[config.mk]
export PLATFORM = sky130hd
export DESIGN_NAME = ofcc_frame_engine
export DESIGN_NICKNAME = d
export VERILOG_FILES = /design/src/ofcc_pkg.sv /design/src/ofcc_frame_engine.sv
export SDC_FILE = /design/constraint.sdc
export NUM_CORES = 1
export LEC_CHECK = 0
export BUFFER_PORTS_ARGS = -buffer_cell sky130_fd_sc_hd__buf_4
export CORE_MARGIN = 2
export CORE_UTILIZATION = 46
export DETAILED_ROUTE_END_ITERATION = 12
export PLACE_DENSITY = 0.78
export SYNTH_ARGS = -nofsm -noshare
export SYNTH_HDL_FRONTEND = slang
export SYNTH_SLANG_ARGS = --single-unit
[constraint.sdc]
create_clock -name clock -period 2.1 [get_ports clock]
set_input_delay 0.105 -clock clock [delete_from_list [all_inputs] [get_ports clock]]
set_output_delay 0.105 -clock clock [all_outputs]
set_load 0.02 [all_outputs]
[src/ofcc_pkg.sv]
// Package for the one-wire frame CRC checker.
// Holds command and status codes, payload types and the CRC-8 byte update.
// No dependencies.
package ofcc_pkg;

   localparam logic [1:0] CMD_START    = 2'd0;
   localparam logic [1:0] CMD_NO_PRES  = 2'd1;
   localparam logic [1:0] CMD_BYTE     = 2'd2;
   localparam logic [1:0] CMD_NONE     = 2'd3;

   localparam logic [1:0] STATUS_OK    = 2'd0;
   localparam logic [1:0] STATUS_CRC   = 2'd1;
   localparam logic [1:0] STATUS_COMM  = 2'd2;
   localparam logic [1:0] STATUS_ZERO  = 2'd3;

   localparam logic [7:0] CRC_POLY     = 8'h8C;
   localparam logic signed [15:0] CODE_CRC  = 16'sd16000;
   localparam logic signed [15:0] CODE_COMM = 16'sd17600;
   localparam logic signed [15:0] CODE_ZERO = 16'sd19200;

   localparam logic       KIND_SCRATCH = 1'b0;
   localparam logic [3:0] LAST_SCRATCH = 4'd8;
   localparam logic [3:0] LAST_ROM     = 4'd7;

   typedef struct packed {
      logic [1:0] cmd;
      logic [7:0] rx_byte;
   } req_type;

   typedef struct packed {
      logic              valid;
      logic [1:0]        status;
      logic signed [15:0] temperature;
      logic [63:0]       rom_code;
      logic signed [15:0] coded_value;
   } result_type;

   // reflected CRC-8, one byte, LSB first
   function automatic logic [7:0] crc8_byte(input logic [7:0] crc_i, input logic [7:0] data_i);
      logic [7:0] crc;
      logic [7:0] data;
      logic       mix;
      crc  = crc_i;
      data = data_i;
      for (int k = 0; k < 8; k++) begin
         mix  = crc[0] ^ data[0];
         crc  = crc >> 1;
         if (mix) begin
            crc = crc ^ CRC_POLY;
         end
         data = data >> 1;
      end
      return crc;
   endfunction

endpackage

[src/ofcc_frame_engine.sv]
// Frame state and check logic: byte count, running CRC, zero detect, byte store.
// Depends on ofcc_pkg (codes, types, crc8_byte).
module ofcc_frame_engine (
   input  logic                 clock,
   input  logic                 reset,
   input  logic                 fire,
   input  ofcc_pkg::req_type    item,
   input  logic                 frame_kind,
   output ofcc_pkg::result_type result
);

   logic        open_ff, open_in;
   logic [3:0]  count_ff, count_in;
   logic [7:0]  crc_ff, crc_in;
   logic        zero_ff, zero_in;
   logic [63:0] bytes_ff, bytes_in;

   logic [3:0]  last;
   logic [63:0] rom_bytes;
   logic        zero_fin;
   logic [7:0]  b;

   assign b    = item.rx_byte;
   assign last = (frame_kind == ofcc_pkg::KIND_SCRATCH) ? ofcc_pkg::LAST_SCRATCH
                                                        : ofcc_pkg::LAST_ROM;
   assign rom_bytes = {b, bytes_ff[55:0]};
   assign zero_fin  = zero_ff && ((frame_kind == ofcc_pkg::KIND_SCRATCH) || (b == 8'd0));

   always_comb begin
      open_in  = open_ff;
      count_in = count_ff;
      crc_in   = crc_ff;
      zero_in  = zero_ff;
      bytes_in = bytes_ff;
      result   = '0;
      if (fire) begin
         unique case (item.cmd)
            ofcc_pkg::CMD_START: begin
               open_in  = 1'b1;
               count_in = '0;
               crc_in   = '0;
               zero_in  = 1'b1;
               bytes_in = '0;
            end
            ofcc_pkg::CMD_NO_PRES: begin
               open_in            = 1'b0;
               count_in           = '0;
               crc_in             = '0;
               zero_in            = 1'b1;
               bytes_in           = '0;
               result.valid       = 1'b1;
               result.status      = ofcc_pkg::STATUS_COMM;
               result.coded_value = ofcc_pkg::CODE_COMM;
            end
            ofcc_pkg::CMD_BYTE: begin
               if (open_ff) begin
                  if (count_ff < last) begin
                     bytes_in = bytes_ff | ({56'd0, b} << {count_ff[2:0], 3'b000});
                     zero_in  = zero_ff && (b == 8'd0);
                     crc_in   = ofcc_pkg::crc8_byte(crc_ff, b);
                     count_in = count_ff + 4'd1;
                  end else begin
                     // last byte carries the received CRC
                     result.valid = 1'b1;
                     if (frame_kind != ofcc_pkg::KIND_SCRATCH) begin
                        result.rom_code = rom_bytes;
                     end
                     priority if (zero_fin) begin
                        result.status      = ofcc_pkg::STATUS_ZERO;
                        result.coded_value = ofcc_pkg::CODE_ZERO;
                     end else if (crc_ff != b) begin
                        result.status      = ofcc_pkg::STATUS_CRC;
                        result.coded_value = ofcc_pkg::CODE_CRC;
                     end else begin
                        result.status = ofcc_pkg::STATUS_OK;
                        if (frame_kind == ofcc_pkg::KIND_SCRATCH) begin
                           result.temperature = bytes_ff[15:0];
                           result.coded_value = bytes_ff[15:0];
                        end
                     end
                     open_in  = 1'b0;
                     count_in = '0;
                     crc_in   = '0;
                     zero_in  = 1'b1;
                     bytes_in = '0;
                  end
               end
            end
            default: begin
            end
         endcase
      end
   end

   always_ff @(posedge clock) begin
      if (reset) begin
         open_ff  <= 1'b0;
         count_ff <= '0;
         crc_ff   <= '0;
         zero_ff  <= 1'b1;
         bytes_ff <= '0;
      end else begin
         open_ff  <= open_in;
         count_ff <= count_in;
         crc_ff   <= crc_in;
         zero_ff  <= zero_in;
         bytes_ff <= bytes_in;
      end
   end

endmodule
==> impl.org, run 1 <==
** Synth
- Synth Area in Compound Gates :: 15.6%
- Flops & latches, synth :: 70
- Adder and majority gate portion of the synthesized area :: 2.42%
- Post-Syn Area :: 3610 um2
- Cell taking the most area after synthesis :: dfxtp_1
- Synthesis instantiated 42 different standard cells from the library.
- Synth top area cells :: dfxtp_1 39%, and2_1 14%, a21oi_1 8.5%
- Cells after Synth :: 439
- Summing the areas of all and, or, nand and nor instances in the mapped netlist gives 30.0% of the synthesized area.
- Combinational family with the most area after synthesis :: simple AND/OR/NAND/NOR gates
- Async set-reset flop share out of synthesis :: 0%
- Parity-gate share of the synthesized area counting xor and xnor cells :: 6.41%
- For this run, the leading register cell type out of synthesis is dfxtp_1.
- In this run, synthesis inferred 0 flip-flops with an integrated enable.
- Summed over its instances, the top area cell type makes up 38.8% of the synthesized netlist area.
- The average instance in the mapped netlist occupies 8.23 um2.
- Multiplexer cells account for 0.277% of the synthesized area.
- Yosys printed 0 warnings.
- Fraction of the yosys area taken by sequential cells :: 38.8%
- The number of nets handed over by synthesis was 460.

** Timing
- RSZ-0062 raised after global routing :: yes
- Setup violations remaining at the end of the flow were counted as 96.
- Ratio of final minimum period to clock period :: 111%
- After layout, the worst setup slack is -230 ps.
- The number of hold violations in the final report came to 0.
- Upper clock frequency limit :: 429 MHz
- Headroom to the max-slew limit came out at 44.5%.
- Post-route minimum period :: 2330 ps
- Across the routed clock network, the largest skew measured is 9.63 ps.
- Actual transition at the worst max-transition pin :: 825 ps
- Number of max-slew violations in the final report :: 0
- Sum of negative setup slack :: -11250 ps

** Power
- Summed over all cells, the static leakage comes to 2.47 nW.
- Pint :: 2.19 mW
- In this run the power spent charging and discharging nets is 0.767 mW.
- Registers are responsible for 46.0% of the overall power.
- In this run switching power makes up 25.9% of total power.
- IR drop worst, VDD :: 0.000435 V
- Areal power density over the cells :: 512 nW/um2
- Of the total power, the clock network draws 41.2%.
- The share of total power dissipated in combinational logic is 12.8%.

** Clock network
- The clock net in this run drives a total of 70 sinks.
- The clock passes through at most 2 buffers.
- In this run, post-CTS hold repair placed 0 buffers.
- TritonCTS created 9 clock buffers.
- TritonCTS built the clock tree.
- Post-CTS clock slew at the launch and capture registers of the worst setup and hold paths :: 80 ps
- Cell chosen for the clock root :: clkbuf_8
- CTS built an H-tree with a depth of 3.
- Clock latency on the worst-skew pair, taken at its later pin, is 350 ps.

** Detailed routing
- For this block, the routed nets add up to 14100 um of wire.
- Final routed wire length divided by cell count :: 20.6 um
- Iteration-0 DRC Markers :: 311
- Routed via count :: 3993
- For this run, the detailed router's first-pass iteration total came to 7.
- After detailed routing, the number of remaining DRC violations is 0.
- Routed Antenna Nets :: 0
- After detailed routing, the number of vias per cell comes to 5.83.

** Floorplanning
- The floorplan has 32 rows.
- From bottom edge to top edge, the die measures 92.6 um.
- Die Span X :: 92.6 um
- Overall die area :: 8580 um2
- I/O pins :: 113
- For this configuration, the core starts out at a cell density of 47.2%.
- Core Footprint :: 7650 um2

** Finish
- Number of cells in the finished layout apart from fillers :: 685
- Count of antenna diodes in the layout :: 0
- In the final design database the tool counted 600 nets.
- The area growth from synthesis to layout is 59.8%.
- Cells with a size suffix above 1 make up 50.6% of the layout.

** Setup path
- Worst setup path startpoint :: crc_ff[0]
- Max FO, Critical Path :: 5
- The largest single stage delay on the critical path is 350 ps.
- Critical path start-end classification :: register to primary output
- Sort of element at the end of the critical path :: primary output
- Data arrival at the endpoint of the critical path :: 2230 ps
- STA classifies the critical path startpoint as a register.
- Cell with the largest stage delay on the worst path :: dfxtp_1
- Startpoint of the worst register-to-register path :: count_ff[2]
- The critical path goes through xnor2_2 -> nand4_1 -> nor3_4 -> buf_4 -> nand4_1 -> a21boi_1 -> buf_4.
- Required time at the endpoint of the critical path :: 2000 ps

** Outcome
- Outcome :: finished, violations left
- The checks that failed: setup timing.

** GRT
- The via count of the first global-routing pass is 3971.
- GR Util All Layers :: 31.0%
- Leftover overflow at the end of global routing :: 0
- Global-route wire length before repair :: 20600 um
- The number of antenna violations at the first check in global routing is 0.
- Entering global routing, the biggest net connects 25 pins.

** Worst hold path
- Origin of the worst min-delay path :: item[4]
- Path class of the lowest-slack min-delay path :: input pin to register

** Placement
- Port-buffer cells :: 112
- After detailed placement, the design holds a cell count of 653.
- Routability-driven placement finished with a final weighted congestion of 0.934.
- HPWL after DPL :: 7360 um

** Run
- Across the run, the number of max-cap violations was 0.
[metrics by stage]
step           hold WS, ps  setup WS (ps)  instance area [um2]  total power [mW]  util (%)
6_report              76.6           -230                 5770              2.95      75.5
4_1_cts               65.0           -130                 5540              2.92      72.4
2_1_floorplan          374           59.6                 3610              1.57         -
3_3_place_gp           415            106                 4670              1.70      61.0
5_1_grt               85.9           -281                 5770              3.02      75.5
3_5_place_dp           418           5.32                 4670              1.71      61.0
[routing by layer]
layer	vias to the layer above	track usage (%)	share of wire [%]
met5	-	0	0
met1	1915	36.8	37
met2	244	52.3	50
li1	1769	-	-
met3	65	6.75	8.4
met4	0	16.8	4.5
[path summary, 6_finish.rpt]
| kind | to | slack [ps] | cells past startpoint |
|---|---|---|---|
| min | bytes_ff[20] | 80 | 3 |
| max reg2reg | crc_ff[2] | 30 | 8 |
| max | result[6] | -230 | 7 |
| min reg2reg | bytes_ff[25] | 480 | 2 |
[flip-flops by register name (all words and copies together), names as in the netlist]
name      count
zero_ff       1
bytes_ff     56
open_ff       1
crc_ff        8
count_ff      4
[cell usage after synthesis (7+ instances only)]
library cell,count
and3b_1,7
buf_6,9
nor2_1,59
o21ai_0,19
buf_2,9
and2_1,80
nand3_1,9
a21oi_1,61
ha_1,7
clkbuf_1,13
nand2_1,15
dfxtp_1,70
xnor2_1,17
[area by class of cell]
cell class              instances  area, um2
repair buffers                151       1490
fillers                       487       1870
clock buffers                  10        138
flip-flops and latches         70       1410
well taps                     102        128
inverters                       7       26.3
clock inverters                 5       83.8
multi-input cells             340       2500
[critical path: cells and delay by family, from the launching register on]
kind / cells / cell delay [ps]
buffers and inverters: 2 / 370
AND/OR/NAND/NOR: 3 / 730
XOR/XNOR: 1 / 230
flip-flops: 1 / 350
AO/OA/AOI/OAI: 1 / 210
[power by group through the flow]
stage                     combinational (mW)  clock (mW)  sequential, mW
after floorplan                        0.191           0            1.38
after global placement                 0.314           0            1.38
after detailed placement               0.322           0            1.38
final                                  0.379        1.22            1.36
after global routing                   0.399        1.27            1.36
after CTS                              0.344        1.22            1.36
[kinds of logic after synthesis]
| kind of cell | Yosys count |
|---|---|
| AND/OR/NAND/NOR | 195 |
| AO/OA/AOI/OAI | 101 |
| flip-flops | 70 |
| buffers and inverters | 41 |
| XOR/XNOR | 24 |
| adder cells (fa/ha/maj) | 7 |
| multiplexers | 1 |
[placed cells by master (no fill, tap or decap), types with 2 or more instances in the layout]
| master | count |
|---|---|
| nand3_1 | 7 |
| a21oi_1 | 58 |
| buf_12 | 2 |
| a21boi_1 | 3 |
| clkinvlp_4 | 2 |
| and3_4 | 8 |
| and2_4 | 80 |
| o21ai_1 | 3 |
| inv_1 | 6 |
| a22oi_1 | 4 |
| and4_4 | 7 |
| a31oi_1 | 2 |
| ha_1 | 4 |
| a211oi_1 | 3 |
| buf_4 | 60 |
| and3b_1 | 6 |
| nand2b_1 | 4 |
| dfxtp_1 | 66 |
| xnor2_2 | 7 |
| nand4_1 | 3 |
| o21ai_2 | 3 |
| nor2_1 | 57 |
| xnor2_1 | 11 |
| nor4b_2 | 3 |
| bufinv_16 | 2 |
| ha_4 | 3 |
| or4_1 | 2 |
| nor2b_1 | 5 |
| a21oi_2 | 3 |
| clkbuf_8 | 10 |
| nand2_1 | 14 |
| dfxtp_2 | 4 |
| xor2_1 | 5 |
| o21ai_0 | 14 |
| a22o_1 | 4 |
| buf_6 | 89 |
[timing repair]
item                                    4_1_cts  5_1_grt
gates cloned                                 11        1
hold endpoints to repair                      0        0
resized for setup                           172       51
pin swaps                                    67       40
buffers inserted                              0        5
endpoints found under the setup margin       90      151
(Power assumes the default switching activity.)
==> run 2: changes to the inputs <==
--- a/config.mk
+++ b/config.mk
@@ -6,10 +6,13 @@
 export NUM_CORES = 1
 export LEC_CHECK = 0
 export BUFFER_PORTS_ARGS = -buffer_cell sky130_fd_sc_hd__buf_4
+export CELL_PAD_IN_SITES_DETAIL_PLACEMENT = 2
+export CELL_PAD_IN_SITES_GLOBAL_PLACEMENT = 2
 export CORE_MARGIN = 2
-export CORE_UTILIZATION = 46
+export CORE_UTILIZATION = 26
 export DETAILED_ROUTE_END_ITERATION = 12
 export PLACE_DENSITY = 0.78
+export SLEW_MARGIN = 20
 export SYNTH_ARGS = -nofsm -noshare
 export SYNTH_HDL_FRONTEND = slang
 export SYNTH_SLANG_ARGS = --single-unit
==> impl.org, run 2 (synthesis gave the netlist of run 1 again) <==
** Outcome
- The run finished, with violations left.
- The checks that failed: setup timing.

** Detailed routing
- For this block, the via count after detailed routing is 3998.
- In the routed design, unresolved DRC markers number 0.
- The final layout contains routed wiring with a total length of 19200 um.
- Using the TritonRoute via totals, the vias-per-cell ratio works out to 5.22.
- After the first detailed-routing iteration, the DRC count stood at 191.
- After detailed routing, the average wire length per cell comes to 25.1 um.
- The first TritonRoute pass finished after 5 iterations.
- Routed Antenna Nets :: 0

** Timing
- Counting I/O delays and the setup requirement, the final critical path takes 2270 ps.
- Final-report setup violation count :: 98
- Derived from the worst setup path, the maximum achievable clock frequency is 440 MHz.
- The number of hold violations in the final report came to 0.
- Across all setup checks in the final design, the least slack found is -175 ps.
- Number of max-slew violations in the final report :: 0
- On the final layout, the worst hold slack is 134 ps.
- Actual transition at the worst max-transition pin :: 911 ps
- Worst clock skew :: 12.2 ps
- RSZ-0062 raised after global routing :: yes
- Sum of negative setup slack :: -9700 ps
- Ratio of final minimum period to clock period :: 108%
- The worst pin sits at a relative slew slack of 39.1%.

** GRT
- Pin count of the biggest net entering global routing :: 25
- Across every metal layer, demand over resource in global routing totals 24.3%.
- Global routing consumed, on the met1 layer, 28.4% of the routing resources.
- Via count of the first global-routing pass :: 4407
- For met2 alone, demand over resource in global routing was 43.9%.
- In the global route stage, met3 resource usage came out at 4.17%.
- Global-route wire length before repair :: 26600 um
- Antenna violations before repair :: 0
- Global routing finished with a remaining overflow of 0.
- Busiest layer in global routing :: met2

** Clock network
- TritonCTS clock tree :: yes
- Number of buffers between clock root and the deepest sink :: 2
- In this run, CTS created clock tree buffers numbering 9.
- Post-CTS clock slew at the launch and capture registers of the worst setup and hold paths :: 60 ps
- Cell chosen for the clock root :: clkbuf_16
- CTS built an H-tree with a depth of 3.
- Number of sinks driven by the clock tree :: 70
- Cts-stage hold buffer count :: 0
- At the later pin of the worst-skew pair, clock insertion delay measures 350 ps.

** Worst hold path
- Path class of the lowest-slack min-delay path :: input pin to register

** Power
- Dividing total power by cell area gives a power density of 559 nW/um2.
- The worst-case IR drop observed on VDD is 0.000341 V.
- Leakage :: 2.49 nW

** Finish
- Number of cells in the finished layout apart from fillers :: 766
- Register bank with the most flops :: bytes_ff
- Count of antenna diodes in the layout :: 0
- At the end of the flow, the number of nets in the layout was 602.
- The layout has 1461 filler cells.
- Fin util :: 43.9%
- Largest registers :: bytes_ff (56), crc_ff (8), count_ff (4)
- Relative to the synthesized area, the layout overhead comes to 66.8%.
- Top library cells by usage in the layout, fill and taps aside :: 95 x buf_6, 71 x and2_4, 62 x dfxtp_1
- The register with the most flip-flops in the layout has 56 of them.
- Most frequent standard cell in the layout excluding fill and tap cells :: buf_6
- Cells with a size suffix above 1 make up 50.2% of the layout.

** Setup path
- By startpoint and endpoint, the worst setup path is classified as register to primary output.
- Data arrival at the endpoint of the critical path :: 2170 ps
- Sort of element at the end of the critical path :: primary output
- Required time at the endpoint of the critical path :: 2000 ps
- Longest individual stage delay on the worst path :: 340 ps
- Sequence of cells on the critical path :: ha_4 -> o21ai_2 -> nand2b_1 -> and4_4 -> buf_8 -> nand4_1 -> a21boi_1 -> buf_4
- STA classifies the critical path startpoint as a register.
- Along the worst path, the maximum fanout reaches 6.
- The largest individual stage delay along the critical path comes from the cell dfxtp_2.

** Placement
- OpenSTA, run right after detailed placement, puts the worst setup slack at -113 ps.
- The congestion estimate from routability-driven global placement came to 0.860.
- Inst Count DP :: 732
- HPWL after DPL :: 10100 um
- In this run the tool buffered the top-level ports with 112 buffer cells.

** Floorplanning
- The die covers 14900 um2.
- The die is 122 um wide.
- Total number of placement rows :: 43
- Die Y-Extent :: 122 um
- Once the floorplan was initialized, standard cells occupied 26.3% of the core.
- Pin placement for this block handled 113 I/O pins.
- The floorplan step defined a core boundary enclosing 13700 um2.

** Run
- Across the run, the number of max-cap violations was 0.
## run 2: cell count changes in the layout (fill, tap and decap cells not counted), moves of 2 or more
cell,change
clkbuf_8,-10
and2_1,+9
and2_4,-9
clkbuf_16,+9
buf_6,+6
dfxtp_1,-4
dfxtp_2,+3
a21oi_4,+2
and4_4,-2
buf_12,-2
o21ai_1,-2
o21ai_2,+2
xnor2_4,+2
## run 2: cell type report
| cell class | instances | area (um2) | area share, % |
|---|---|---|---|
| Clock inverter | 6 | 70.1 | 1.16 |
| Multi-Input combinational cell | 338 | 2530 | 42.0 |
| Tap cell | 180 | 225 | 3.74 |
| Sequential cell | 70 | 1410 | 23.5 |
| Timing Repair Buffer | 155 | 1530 | 25.4 |
| Clock buffer | 10 | 229 | 3.80 |
| Inverter | 7 | 26.3 | 0.436 |
## run 2: metal layers
metal / up-vias / part of all wire (%)
met1: 2040 / 40
met2: 131 / 53
met3: 48 / 4.0
li1: 1779 / -
met5: - / 0
met4: 0 / 3.2
## run 2: final timing paths
path,from,endpoint,slack (ps),cells past startpoint
setup reg to reg,count_ff[2],crc_ff[7],80,8
hold reg to reg,bytes_ff[25],bytes_ff[25],480,2
setup / recovery,count_ff[2],result[6],-170,8
hold / removal,reset,count_ff[0],130,2
## run 2: where the power goes
part	switching, mW	internal (mW)	leakage [nW]	total [mW]
Combinational	0.263	0.155	1.79	0.418
Sequential	0.0185	1.34	0.569	1.36
Clock	0.662	0.927	0.135	1.59
Total	0.944	2.42	2.49	3.37
## run 2: what timing repair did
action	4_1_cts	5_1_grt
pin swaps	67	25
buffers inserted	3	5
setup endpoints to repair	99	162
cloned	9	1
resized for setup	165	68
## run 2: metrics by stage
stage / area [um2] / power (mW)
2_1_floorplan: 3610 / 1.57
5_1_grt: 6020 / 3.46
4_1_cts: 5670 / 3.30
3_5_place_dp: 4750 / 1.72
3_3_place_gp: 4750 / 1.70
6_report: 6020 / 3.37
## run 2: critical path, delay by kind of cell, from the launching register on
family	cells	cell delay, ps
AOI/OAI and AO/OA	2	280
buffers and inverters	2	340
and+or+nand+nor	3	600
adders and majority gates	1	260
DFF	1	340
==> run 3: changes to the inputs <==
--- a/config.mk
+++ b/config.mk
@@ -11,6 +11,7 @@
 export CORE_MARGIN = 2
 export CORE_UTILIZATION = 26
 export DETAILED_ROUTE_END_ITERATION = 12
+export MAX_ROUTING_LAYER = met4
 export PLACE_DENSITY = 0.78
 export SLEW_MARGIN = 20
 export SYNTH_ARGS = -nofsm -noshare
==> impl.org, run 3 (synthesis gave the netlist of run 1 again) <==
** Finish
- For this run, the number of standard cells in the final layout without fillers is 766.
- Final Net Count :: 602
- Register bank with the most flops :: bytes_ff
- Layout overhead on the synthesized area :: 64.6%
- The top cell types in the final layout, fill and taps aside, are 93 x buf_6, 75 x and2_4, 65 x dfxtp_1.
- At the end of the flow the core is filled with cells to 43.3%.
- Max FFs per register :: 56
- Count of antenna diodes in the layout :: 0
- The largest registers in the layout are bytes_ff (56), crc_ff (8), count_ff (4).
- Ratio of cells with drive above 1 in the final layout :: 50.7%
- Most frequent standard cell in the layout excluding fill and tap cells :: buf_6

** Setup path
- The endpoint identified for the worst register-to-register timing path is crc_ff[4].
- On the critical path, the stage with the largest delay is an instance of dfxtp_1.
- Sequence of cells on the critical path :: xnor2_2 -> nand4_1 -> nor3_4 -> and4_4 -> and3b_1 -> buf_6
- Setup slack of the worst register-to-register path :: 40 ps
- In this run the critical register-to-register path is launched from count_ff[1].
- Family of cells with the greatest summed delay on the critical path :: simple AND/OR/NAND/NOR gates
- The worst setup path is of the register to primary output kind.
- Max FO, Critical Path :: 6
- Cell depth of the worst flop-to-flop path :: 8
- Required time at the endpoint of the critical path :: 2000 ps
- At the worst endpoint, the arrival time is 2160 ps.
- Worst setup path startpoint :: crc_ff[0]
- STA classifies the critical path startpoint as a register.
- Longest individual stage delay on the worst path :: 410 ps
- The most critical setup path has its endpoint at result[2].
- Sort of element at the end of the critical path :: primary output
- Count of cell instances traversed by the critical path :: 6
- Total buffers and inverters traversed by the critical path :: 1

** Detailed routing
- The first detailed-routing pass ran for 4 iterations.
- In this run, the number of DRC markers left after iteration 0 of detailed routing was 340.
- Routed Antenna Nets :: 0
- Dividing the detail-routed via count by the number of cells gives 5.15.
- After detailed routing, the number of remaining DRC violations is 0.
- The final route contains 3944 vias.
- Post-detailed-routing wire length :: 17800 um
- Final routed wire length divided by cell count :: 23.2 um

** Floorplanning
- Die Span X :: 122 um
- Overall die area :: 14900 um2
- Initial core utilization :: 26.3%
- The initialized floorplan defines 43 standard-cell rows.
- The region available for standard cell placement spans 13700 um2.
- The floorplan step set the die height to 122 um.
- I/O pins :: 113

** Power
- Combinational share of power :: 12.9%
- Post-route total power :: 3.14 mW
- In this run the power density over the cells is 529 nW/um2.
- Net switching is 27.1% of the power.
- The share of total power dissipated in the clock network is 43.9%.
- Sequential cells burn 43.2% of the power.
- Summed over all nets, the switching power comes to 0.852 mW.
- IR drop worst, VDD :: 0.000298 V
- Leakage :: 2.50 nW
- Cell internal power was estimated by the tool at 2.29 mW.

** Placement
- Inst Count DP :: 733
- Port buffering added 112 buffers.
- Once detailed placement completed, the half-perimeter wirelength came to 10000 um.
- Placer Congestion :: 0.831

** Run
- The tool flagged a number of max-cap violations equal to 0.

** Timing
- Post-Route Hold Slack :: 99.9 ps
- Worst clock skew :: 6.83 ps
- Post-route worst setup slack :: -170 ps
- Headroom to the max-slew limit came out at 40.0%.
- Post-route minimum period :: 2270 ps
- The final number of max-transition violations came to 0.
- Actual transition at the worst max-transition pin :: 898 ps
- Based on the critical path, the design can be clocked at up to 441 MHz.
- Ratio of final minimum period to clock period :: 108%
- Final Hold Fails :: 0
- Setup violations remaining at the end of the flow were counted as 98.
- RSZ-0062 raised after global routing :: yes

** Clock network
- After clock tree synthesis, the clock-pin slew on the worst setup and hold paths is 60 ps.
- No sink is reached through more buffers than the 2 on the longest clock path.
- Cts-stage hold buffer count :: 0
- The tree is rooted in a clkbuf_16.
- Number of sinks driven by the clock tree :: 70
- The later pin in the worst-skew pair is clocked with a latency of 330 ps.
- Buffers inserted during clock tree synthesis total 9.
- CTS H-tree depth :: 3
- TritonCTS clock tree :: yes

** GRT
- GR Util All Layers :: 24.0%
- The first global-routing pass estimated 26000 um of wire.
- Via count of the first global-routing pass :: 4295
- Pin count of the biggest net entering global routing :: 25
- Leftover overflow at the end of global routing :: 0
- The number of antenna violations at the first check in global routing came to 0.

** Outcome
- Outcome :: finished, violations left
- The final reports fail on setup timing.

** Worst hold path
- Path class of the lowest-slack min-delay path :: input pin to register
## run 3: per-stage QoR
step           worst slack (ps)  TNS [ps]  cell area [um2]
2_1_floorplan              59.6         0             3610
3_3_place_gp                140         0             4770
3_5_place_dp               39.0         0             4770
4_1_cts                    -175    -12470             5740
5_1_grt                    -253    -14440             5950
6_report                   -170     -9300             5950
## run 3: worst register-to-register path: cells and delay by family (launching register included)
| kind | cells | cell delay, ps |
|---|---|---|
| compound gates | 3 | 710 |
| simple gates | 1 | 190 |
| fa+ha+maj | 1 | 190 |
| buf+inv | 3 | 550 |
| flops | 1 | 350 |
## run 3: timing repair
item / 4_1_cts / 5_1_grt
gates resized for setup: 193 / 38
cloned: 10 / 2
buffers inserted: 3 / 3
pin swaps: 80 / 15
setup endpoints to repair: 99 / 153
## run 3: how the worst min path moves through the flow
stage,start,to,cells after the start
floorplan,reset,crc_ff[1],2
global placement,item[0],bytes_ff[8],3
detailed placement,item[0],bytes_ff[8],3
CTS,item[0],bytes_ff[8],3
global route,item[4],bytes_ff[52],3
finish,item[0],bytes_ff[8],3
## run 3: area by class of cell
type,count,area [um2]
Sequential cell,70,1410
Clock inverter,4,23.8
Inverter,7,26.3
Fill cell,1483,7770
Multi-Input combinational cell,339,2510
Tap cell,180,225
Timing Repair Buffer,154,1510
Clock buffer,12,236
## run 3: power by group through the flow
| stage | logic (mW) | registers (mW) | clock network, mW |
|---|---|---|---|
| finish | 0.405 | 1.36 | 1.38 |
| global route | 0.428 | 1.36 | 1.47 |
| CTS | 0.363 | 1.36 | 1.39 |
| detailed placement | 0.332 | 1.39 | 0 |
| global placement | 0.320 | 1.38 | 0 |
| floorplan | 0.191 | 1.38 | 0 |
## run 3: routing by layer
layer	wire, um	GRT usage [%]	vias up
met1	7480	29.9	2012
met3	813	4.35	29
met4	403	6.39	0
met5	0	-	-
met2	9060	40.0	129
li1	-	-	1774
